`config.mk`:
```
export PLATFORM = sky130hd
export DESIGN_NAME = dual_heartbeat_reset_supervisor_top
export DESIGN_NICKNAME = d
export VERILOG_FILES = /design/src/dhrs_pkg.sv /design/src/dual_heartbeat_reset_supervisor_top.sv /design/src/dhrs_core.sv
export SDC_FILE = /design/constraint.sdc
export NUM_CORES = 1
export LEC_CHECK = 0
export ABC_AREA = 1
export ABC_CLOCK_PERIOD_IN_PS = 10100
export BUFFER_PORTS_ARGS = -buffer_cell sky130_fd_sc_hd__buf_2
export CAP_MARGIN = 30
export CORE_MARGIN = 2
export CORE_UTILIZATION = 66
export DETAILED_ROUTE_END_ITERATION = 6
export HOLD_SLACK_MARGIN = 0.03
export PLACE_DENSITY_LB_ADDON = 0.25
export SYNTH_ARGS = -nofsm -noshare
export SYNTH_HDL_FRONTEND = slang
export SYNTH_HIERARCHICAL = 1
export SYNTH_SLANG_ARGS = --single-unit
export TNS_END_PERCENT = 20
```
`constraint.sdc`:
```
create_clock -name clk -period 10.1 [get_ports clk]
set_input_delay 2.02 -clock clk [delete_from_list [all_inputs] [get_ports clk]]
set_output_delay 2.02 -clock clk [all_outputs]
set_load 0.01 [all_outputs]
```
`src/dhrs_pkg.sv`:
```
package dhrs_pkg;

    // Default width of the two watchdog tick counters.
    localparam int DEFAULT_COUNT_WIDTH = 16;

    // Widths of the configuration registers and of the write port.
    localparam int LIMIT_WIDTH     = 16;
    localparam int EDGE_WIDTH      = 4;
    localparam int CFG_DATA_WIDTH  = 16;
    localparam int CFG_INDEX_WIDTH = 2;

    // Configuration register indexes.
    localparam logic [CFG_INDEX_WIDTH-1:0] CFG_RADIO_TICK_LIMIT   = 2'd0;
    localparam logic [CFG_INDEX_WIDTH-1:0] CFG_HOST_TICK_LIMIT    = 2'd1;
    localparam logic [CFG_INDEX_WIDTH-1:0] CFG_RADIO_EDGES_NEEDED = 2'd2;

    // Configuration reset values.
    localparam logic [LIMIT_WIDTH-1:0] RESET_RADIO_TICK_LIMIT   = 16'd100;
    localparam logic [LIMIT_WIDTH-1:0] RESET_HOST_TICK_LIMIT    = 16'd5000;
    localparam logic [EDGE_WIDTH-1:0]  RESET_RADIO_EDGES_NEEDED = 4'd10;

    // Input item kinds. Code 3 is unused and leaves the state alone.
    typedef enum logic [1:0] {
        OP_TICK  = 2'd0,
        OP_RADIO = 2'd1,
        OP_HOST  = 2'd2
    } opcode_t;

    // Reset causes reported with each result.
    typedef enum logic [1:0] {
        CAUSE_NONE  = 2'd0,
        CAUSE_HOST  = 2'd1,
        CAUSE_RADIO = 2'd2
    } cause_t;

    // Input transaction payload.
    typedef struct packed {
        opcode_t opcode;
        logic    enable_level;
        logic    pin_level;
    } in_item_t;

    // Output transaction payload.
    typedef struct packed {
        logic   reset_fire;
        cause_t reset_cause;
        logic   radio_led;
        logic   host_led;
    } out_item_t;

    // Configuration handed to the update logic.
    typedef struct packed {
        logic [LIMIT_WIDTH-1:0] radio_tick_limit;
        logic [LIMIT_WIDTH-1:0] host_tick_limit;
        logic [EDGE_WIDTH-1:0]  radio_edges_needed;
    } cfg_t;

endpackage

```
`src/dual_heartbeat_reset_supervisor_top.sv`:
```
// Dual heartbeat reset supervisor. Each input transaction is a timer tick, a
// radio pin event or a host pin event, and each produces exactly one output
// transaction carrying the reset pulse start, the last reset cause and the two
// LED levels. The block sustains one transaction per clock while out_ready
// holds: an item is held in an input register, updated against the supervisor
// state and written to the output register. The input register also absorbs
// one item while the output register is stalled. The reset pulse length and
// the bootloader line belong to an external pulse stretcher. Configuration
// writes must be made by the user while idle; the block does not enforce it.
module dual_heartbeat_reset_supervisor_top
    import dhrs_pkg::*;
#(
    parameter int COUNT_WIDTH = DEFAULT_COUNT_WIDTH
)
(
    input  logic                       clk,
    input  logic                       rst_n,
    input  logic                       in_valid,
    output logic                       in_ready,
    input  in_item_t                   in_data,
    output logic                       out_valid,
    input  logic                       out_ready,
    output out_item_t                  out_data,
    input  logic                       cfg_write,
    input  logic [CFG_INDEX_WIDTH-1:0] cfg_index,
    input  logic [CFG_DATA_WIDTH-1:0]  cfg_data
);

    cfg_t      cfg_reg;
    logic      s1_valid_reg;
    in_item_t  s1_item_reg;
    logic      out_valid_reg;
    out_item_t out_data_reg;
    logic      out_free;
    logic      advance;
    out_item_t result;

    // Handshake control for the two register stages.
    assign out_free  = !out_valid_reg || out_ready;
    assign advance   = s1_valid_reg && out_free;
    assign in_ready  = !s1_valid_reg || out_free;
    assign out_valid = out_valid_reg;
    assign out_data  = out_data_reg;

    // Configuration registers.
    always_ff @(posedge clk or negedge rst_n)
    begin
        if (!rst_n)
        begin
            cfg_reg.radio_tick_limit   <= RESET_RADIO_TICK_LIMIT;
            cfg_reg.host_tick_limit    <= RESET_HOST_TICK_LIMIT;
            cfg_reg.radio_edges_needed <= RESET_RADIO_EDGES_NEEDED;
        end
        else if (cfg_write)
        begin
            unique case (cfg_index)
                CFG_RADIO_TICK_LIMIT:
                begin
                    cfg_reg.radio_tick_limit <= cfg_data[LIMIT_WIDTH-1:0];
                end
                CFG_HOST_TICK_LIMIT:
                begin
                    cfg_reg.host_tick_limit <= cfg_data[LIMIT_WIDTH-1:0];
                end
                CFG_RADIO_EDGES_NEEDED:
                begin
                    cfg_reg.radio_edges_needed <= cfg_data[EDGE_WIDTH-1:0];
                end
                default:
                begin
                    // Writes beyond the register list are dropped.
                end
            endcase
        end
    end

    // Input register stage.
    always_ff @(posedge clk or negedge rst_n)
    begin
        if (!rst_n)
        begin
            s1_valid_reg <= 1'b0;
        end
        else if (in_ready)
        begin
            s1_valid_reg <= in_valid;
        end
    end

    always_ff @(posedge clk)
    begin
        if (in_valid && in_ready)
        begin
            s1_item_reg <= in_data;
        end
    end

    // State update for the item in the input register.
    dhrs_core #(
        .COUNT_WIDTH (COUNT_WIDTH)
    ) u_core (
        .clk    (clk),
        .rst_n  (rst_n),
        .step   (advance),
        .item   (s1_item_reg),
        .cfg    (cfg_reg),
        .result (result)
    );

    // Output register stage.
    always_ff @(posedge clk or negedge rst_n)
    begin
        if (!rst_n)
        begin
            out_valid_reg <= 1'b0;
        end
        else if (out_free)
        begin
            out_valid_reg <= advance;
        end
    end

    always_ff @(posedge clk)
    begin
        if (advance)
        begin
            out_data_reg <= result;
        end
    end

endmodule

```
`src/dhrs_core.sv`:
```
module dhrs_core
    import dhrs_pkg::*;
#(
    parameter int COUNT_WIDTH = DEFAULT_COUNT_WIDTH
)
(
    input  logic      clk,
    input  logic      rst_n,
    input  logic      step,
    input  in_item_t  item,
    input  cfg_t      cfg,
    output out_item_t result
);

    // Comparison width covers both the counters and the 16-bit limits.
    localparam int CMP_W = (COUNT_WIDTH > LIMIT_WIDTH) ? COUNT_WIDTH : LIMIT_WIDTH;
    localparam logic [EDGE_WIDTH-1:0] EDGE_MAX = {EDGE_WIDTH{1'b1}};

    logic [COUNT_WIDTH-1:0] radio_count_reg, radio_count_next;
    logic [COUNT_WIDTH-1:0] host_count_reg, host_count_next;
    logic [EDGE_WIDTH-1:0]  radio_edge_count_reg, radio_edge_count_next;
    logic                   radio_pending_reg, radio_pending_next;
    logic                   radio_last_level_reg, radio_last_level_next;
    logic                   host_last_level_reg, host_last_level_next;
    cause_t                 last_cause_reg, last_cause_next;
    logic                   radio_led_reg, radio_led_next;
    logic                   host_led_reg, host_led_next;
    logic                   fire;
    logic                   radio_due;
    logic                   host_due;

    // Watchdog conditions, evaluated on the current state.
    assign radio_due = (CMP_W'(radio_count_reg) >= CMP_W'(cfg.radio_tick_limit))
                       && !radio_pending_reg
                       && (radio_edge_count_reg > cfg.radio_edges_needed);
    assign host_due  = CMP_W'(host_count_reg) >= CMP_W'(cfg.host_tick_limit);

    // Next state for one item.
    always_comb
    begin
        radio_count_next      = radio_count_reg;
        host_count_next       = host_count_reg;
        radio_edge_count_next = radio_edge_count_reg;
        radio_pending_next    = radio_pending_reg;
        radio_last_level_next = radio_last_level_reg;
        host_last_level_next  = host_last_level_reg;
        last_cause_next       = last_cause_reg;
        radio_led_next        = radio_led_reg;
        host_led_next         = host_led_reg;
        fire                  = 1'b0;

        unique case (item.opcode)
            OP_TICK:
            begin
                if (item.enable_level)
                begin
                    if (radio_due)
                    begin
                        radio_pending_next = 1'b1;
                        last_cause_next    = CAUSE_RADIO;
                        fire               = 1'b1;
                        radio_count_next   = '0;
                        host_count_next    = '0;
                    end
                    else if (host_due)
                    begin
                        last_cause_next  = CAUSE_HOST;
                        fire             = 1'b1;
                        radio_count_next = '0;
                        host_count_next  = '0;
                    end
                    // Counting stops while a radio reset is pending; counts saturate.
                    if (!radio_pending_next)
                    begin
                        if (radio_count_next != {COUNT_WIDTH{1'b1}})
                        begin
                            radio_count_next = radio_count_next + 1'b1;
                        end
                        if (host_count_next != {COUNT_WIDTH{1'b1}})
                        begin
                            host_count_next = host_count_next + 1'b1;
                        end
                    end
                end
            end
            OP_RADIO:
            begin
                // Every radio event counts, to one above the threshold, at most 15.
                if ((radio_edge_count_reg <= cfg.radio_edges_needed)
                    && (radio_edge_count_reg != EDGE_MAX))
                begin
                    radio_edge_count_next = radio_edge_count_reg + 1'b1;
                end
                if (item.pin_level != radio_last_level_reg)
                begin
                    radio_last_level_next = item.pin_level;
                    radio_led_next        = item.pin_level;
                    radio_count_next      = '0;
                    radio_pending_next    = 1'b0;
                end
            end
            OP_HOST:
            begin
                if (item.pin_level != host_last_level_reg)
                begin
                    host_last_level_next = item.pin_level;
                    host_led_next        = !item.pin_level;
                    host_count_next      = '0;
                end
            end
            default:
            begin
                // Unused opcode: state unchanged.
            end
        endcase
    end

    // Result reflects the state after this item.
    assign result.reset_fire  = fire;
    assign result.reset_cause = last_cause_next;
    assign result.radio_led   = radio_led_next;
    assign result.host_led    = host_led_next;

    // Supervisor state registers.
    always_ff @(posedge clk or negedge rst_n)
    begin
        if (!rst_n)
        begin
            radio_count_reg      <= '0;
            host_count_reg       <= '0;
            radio_edge_count_reg <= '0;
            radio_pending_reg    <= 1'b0;
            radio_last_level_reg <= 1'b0;
            host_last_level_reg  <= 1'b0;
            last_cause_reg       <= CAUSE_NONE;
            radio_led_reg        <= 1'b0;
            host_led_reg         <= 1'b0;
        end
        else if (step)
        begin
            radio_count_reg      <= radio_count_next;
            host_count_reg       <= host_count_next;
            radio_edge_count_reg <= radio_edge_count_next;
            radio_pending_reg    <= radio_pending_next;
            radio_last_level_reg <= radio_last_level_next;
            host_last_level_reg  <= host_last_level_next;
            last_cause_reg       <= last_cause_next;
            radio_led_reg        <= radio_led_next;
            host_led_reg         <= host_led_next;
        end
    end

endmodule

```
Word-level counts from Yosys, hierarchy flattened
Index checks and enable logic that the tools add are counted.
{"block": "totals", "output_inout_bits": 7, "ff_bits": 90, "inputBits": 27}
{"block": "classes", "n_eq_ne": 12, "add_sub_neg": 3, "mux": 34, "n_lt_le_gt_ge": 4, "n_reduce_logical": 24}
{"cell": "two-way mux 16 bit", "n": 16}
{"cell": "one-hot mux 16 bit (2 select lines)", "n": 2}
{"cell": "adder 16 x 1 -> 16 bit, second input constant", "n": 2}
{"cell": ">= comparator 16 bit", "n": 2}
{"cell": "inequality test 16 bit, second input constant", "n": 2}
{"cell": "two-way mux 1 bit", "n": 11}
{"cell": "AND reduction 3 bit", "n": 3}
{"cell": "two-way mux 2 bit", "n": 4}
{"cell": "AND reduction 2 bit", "n": 4}
{"cell": "AND reduction 4 bit", "n": 2}
{"cell": "logical AND 1 bit", "n": 5}
{"cell": "adder 4 x 1 -> 4 bit, second input constant", "n": 1}
{"cell": "== test 2 x 1 -> 1 bit, second input constant", "n": 2}
{"cell": "== test 2 bit, second input constant", "n": 2}
{"cell": "> comparator 4 bit", "n": 1}
{"cell": "less-or-equal comparator 4 bit", "n": 1}
{"cell": "logical NOT 1 bit", "n": 4}
{"cell": "logical NOT 2 bit", "n": 2}
{"cell": "inequality test 2 x 1 -> 1 bit, second input constant", "n": 2}
{"cell": "inequality test 4 bit, second input constant", "n": 1}
{"cell": "nonzero test 2 bit", "n": 2}
{"cell": "logical OR 1 bit", "n": 2}
{"cell": "inequality test 1 bit", "n": 2}
{"cell": "inequality test 2 bit, second input constant", "n": 1}
{"cell": "one-hot mux 1 bit (2 select lines)", "n": 1}

Depth between registers and ports, before layout
{"block": "logic_depth", "word_depth": 11, "depth_mapped": 29}

By module
Netlist, hierarchy kept.
{"module": "dhrs_core", "cells_each": 662, "instances": 1, "seq_area_each_um2": 1076.0, "area_each_um2": 4321.6}
{"module": "dual_heartbeat_reset_supervisor_top", "cells_each": 181, "instances": 1, "seq_area_each_um2": 1233.7, "area_each_um2": 1910.6}

Worst setup path before layout
OpenSTA, ideal clock, no wires.
{"block": "synth_path", "path_type": "input port to output port", "startpoint": "in out_ready", "endpoint": "out in_ready", "t_arrival_ns": 2.223, "path_stages": 2, "n_path_buf": 0, "path_slack_ns": 5.857, "path_cell_list": "inv_1 -> nand3_1"}
{"block": "synth_via", "elab_chain_cells": 2}
{"element": "from (decl)", "line": "dual_heartbeat_reset_supervisor_top.sv:22", "source": "input logic out_ready,"}
{"element": "logical OR 1 bit", "line": "dual_heartbeat_reset_supervisor_top.sv:39", "source": "assign out_free = !out_valid_reg || out_ready;"}
{"element": "logical OR 1 bit", "line": "dual_heartbeat_reset_supervisor_top.sv:41", "source": "assign in_ready = !s1_valid_reg || out_free;"}
{"element": "to (decl)", "line": "dual_heartbeat_reset_supervisor_top.sv:19", "source": "output logic in_ready,"}
Every way passes these cells.

Worst setup path in the final report
Same ends and word-level chain as after synthesis.

==> results.md <==
- Outcome: completed
- Timing-limited maximum frequency: 223.2 MHz
- CP dominant cell by count: sky130_fd_sc_hd__buf_2
- MaxCap Viol Count: 0
- Detail-routed via count per cell: 5.708
- Clk root buf: sky130_fd_sc_hd__clkbuf_8
- YS warnings: 6
- GRT busiest layer: met2
- Initial antenna violation count: 0
- Path class of the lowest-slack min-delay path: reg -> reg
- Max FFs per register: 36
- Capture instance of the worst register-to-register path: u_core/host_count_reg[7]
- Post-Layout Inst Area: 6525 um^2
- Critical Path Fanout Max: 3
- Worst max-slew margin expressed relative to the limit: 34.13%
- Final period utilization: 44.35%
- Via Count: 5,582
- Cell type with the largest total area after synthesis: sky130_fd_sc_hd__dfrtp_1
- # resized after CTS: 0
- Starting density of the core: 67.77%
- First-pass GRT wire length: 24,230 um
- Drt pass-1 iters: 5
- Crit path cell chain: buf_2, inv_1, nand3_1, buf_2
- Post-Synth Adder-Cell Area: 7.830%
- DRT Wirelength: 14,380 um
- Number of core rows: 35
- Final setup violating endpoints: 0
- Latest clock arrival within the worst-skew pair: 0.37 ns
- Sequential share of power: 46.8%
- Number of synthesized flops with an enable pin: 9
- Pins Over Slew Limit: 0
- Largest stage delay on the critical path: 0.16 ns
- Count of nets left with antenna violations after detail routing: 0
- FF+latch area: 2310 um^2
- Placed wire-length estimate: 10,790 um
- Complex-gate fraction of the synthesized area: 5.119%
- Final global-route overflow total: 0
- Most common cell in the synthesized netlist: sky130_fd_sc_hd__nand2_1
- Number of cells produced by synthesis: 843
- # hold bufs at CTS: 0
- Synthesized netlist net count: 909
- I/O pin total: 34
- Fraction of final layout cells with drive strength greater than 1: 12.92%
- Switching component of the power: 0.0003728 W
- Pwr Total: 0.001021 W
- Proportion of synthesized flip-flops having asynchronous set or reset: 90.00%
- Avg Cell Area, Syn: 7.393 um^2
- Ranking of synthesized cells by area: sky130_fd_sc_hd__dfrtp_1 29%, sky130_fd_sc_hd__nand2_1 16%, sky130_fd_sc_hd__ha_1 7.8%, sky130_fd_sc_hd__inv_1 7.3%, sky130_fd_sc_hd__nand3_1 6.3%
- Die footprint: 10,240 um^2
- Unique masters post-synth: 39
- Critical path data required time: 8.08 ns
- Crit Reg-Reg Startpoint: cfg_reg[1]
- Detailed Route Iter0 Violations: 338
- Area share of the largest cell type after synthesis: 28.51%
- Static leakage power: 3.458 nW
- Mean routed wirelength per cell: 14.71 um
- Post-route DRC violation count: 0
- CTS tree: done
- Worst hold slack: 0.4694 ns
- Cell count after placement: 962
- Core ar.: 9196 um^2
- Start point of the worst min-delay path: cfg_reg[12]
- Cell area after technology mapping: 6232 um^2
- Worst Max-Slew Pin Slew: 0.9881 ns
- Clock transition at the registers of the reported paths: 0.10 ns
- Share of cell area taken by muxes after synthesis: 0%
- Area post-placement: 6330 um^2
- Number of buffers between clock root and the deepest sink: 2
- GRT met1 Usage: 42.30%
- Antenna cells: 0
- Cell internal pwr: 0.0006479 W
- Cell count of the worst hold path: 2
- Clock period minus worst slack: 4.480 ns
- Htree depth: 3
- Worst reg2reg setup slack: 5.93 ns
- Path type of the worst setup path: in -> out
- Cell types with the highest counts after synthesis: 259 x sky130_fd_sc_hd__nand2_1, 121 x sky130_fd_sc_hd__inv_1, 78 x sky130_fd_sc_hd__nand3_1
- Register bit count reported by yosys: 90
- Worst Hold Endpoint: cfg_reg[12]
- Unrepaired setup endpoints after global routing: no
- Worst endpoint data arrival time: 2.46 ns
- Share of the synthesized netlist area taken by xor and xnor gates: 1.265%
- Dominant combinational cell family by area after synthesis: simple AND/OR/NAND/NOR gates
- Max Clock Skew: 0.01686 ns
- Number of cells on the worst reg-to-reg path: 21
- Simple-gate share of the synthesized area: 37.06%
- Footprint of the multi-input gates: 3196 um^2
- Crit start category: input pin
- Kind of end point of the critical path: output port
- Share of the yosys chip area belonging to registers: 37.06%
- Peak VDD IR: 0.0001140 V
- CTS buffer count: 9
- Final Non-Filler Cells: 978
- Power per cell area: 156.4 nW/um^2
- Count of buffers added by post-CTS timing repair for setup: 0
- Sinks on Clock Net: 90
- Net Sw Frac: 36.53%
- GPL Wtd Cong: 0.9531
- Pin count of the biggest net entering global routing: 50
- Comb pwr share: 29.0%
- Share of total power in the clock network: 24.1%
- Library cell contributing the largest single delay on the critical path: sky130_fd_sc_hd__buf_2
- Total number of nets in the final design: 928
- Met2 track utilization from global routing: 48.04%
- Synthesis-to-layout area growth: 4.698%
- Via count of the first global-routing pass: 5,289
- Final Hold Viols: 0
- Most used flip-flop cell after synthesis: sky130_fd_sc_hd__dfrtp_1
- GR Util met3: 4.624%
- Total of fill cells in the finished design: 740
- Post-Route Setup TNS: 0 ns
- IO Port Bufs: 33
- Die boundary width: 101.2 um
- Height of the chip: 101.2 um
- GRT Util Overall: 30.08%
[cells in the final DEF (no fill, tap or decap), types with 16 or more instances in the layout]
master                    instances
sky130_fd_sc_hd__a21oi_1         23
sky130_fd_sc_hd__buf_2           32
sky130_fd_sc_hd__dfrtp_1         71
sky130_fd_sc_hd__ha_1            39
sky130_fd_sc_hd__inv_1          121
sky130_fd_sc_hd__nand2_1        259
sky130_fd_sc_hd__nand3_1         78
sky130_fd_sc_hd__nand4_1         37
sky130_fd_sc_hd__nor2_1          58
sky130_fd_sc_hd__o21ai_0         16
[routing by layer]
metal / share of wire, % / routed length [um] / vias up
li1: - / - / 2751
met1: 44 / 6339 / 2594
met2: 46 / 6665 / 206
met3: 7.1 / 1021 / 31
met4: 2.5 / 357 / 0
met5: 0 / 0 / -
[worst max path at each step]
stage                   start                  endpoint  cells after the start
floorplan           out_ready                  in_ready                      2
global placement    out_ready                  in_ready                      4
detailed placement  out_ready  u_core/host_count_reg[6]                     10
CTS                 out_ready                  in_ready                      4
global route        out_ready                  in_ready                      4
finish              out_ready                  in_ready                      4
[cell type report]
class / instances / area share [%]
tap: 111 / 2.128
clock inverter: 5 / 0.6711
timing repair buffer: 36 / 3.221
inverter: 126 / 7.287
multi-input combinational: 599 / 48.97
clock buffer: 11 / 2.320
sequential: 90 / 35.40
[critical path, delay by kind of cell]
family	cells	cell delay, ns
simple gates	1	0.11
buf+inv	3	0.33
[cells by family (layout without fill, tap and decap cells)]
group | count (synthesis) | in the layout
simple gates | 491 | 491
xor+xnor | 9 | 9
flops | 90 | 90
fa+ha+maj | 39 | 39
compound gates | 60 | 60
buf+inv | 154 | 178
[power groups by stage]
stage                     Sequential, W  Combinational [W]  Clock [W]
after floorplan                0.000471           0.000230          0
after global placement         0.000480           0.000270          0
after detailed placement       0.000483           0.000291          0
after CTS                      0.000476           0.000294   0.000250
after global routing           0.000485           0.000344   0.000266
final                          0.000478           0.000296   0.000246
[through the flow]
| step | worst slack, ns | util, % |
|---|---|---|
| 3_5_place_dp | 5.540 | 68.83 |
| 5_1_grt | 5.568 | 70.95 |
| 6_report | 5.620 | 70.95 |
| 3_3_place_gp | 5.643 | 68.53 |
| 2_1_floorplan | 5.857 | - |
| 4_1_cts | 5.624 | 70.95 |
Power figures use the tool's default switching activity.
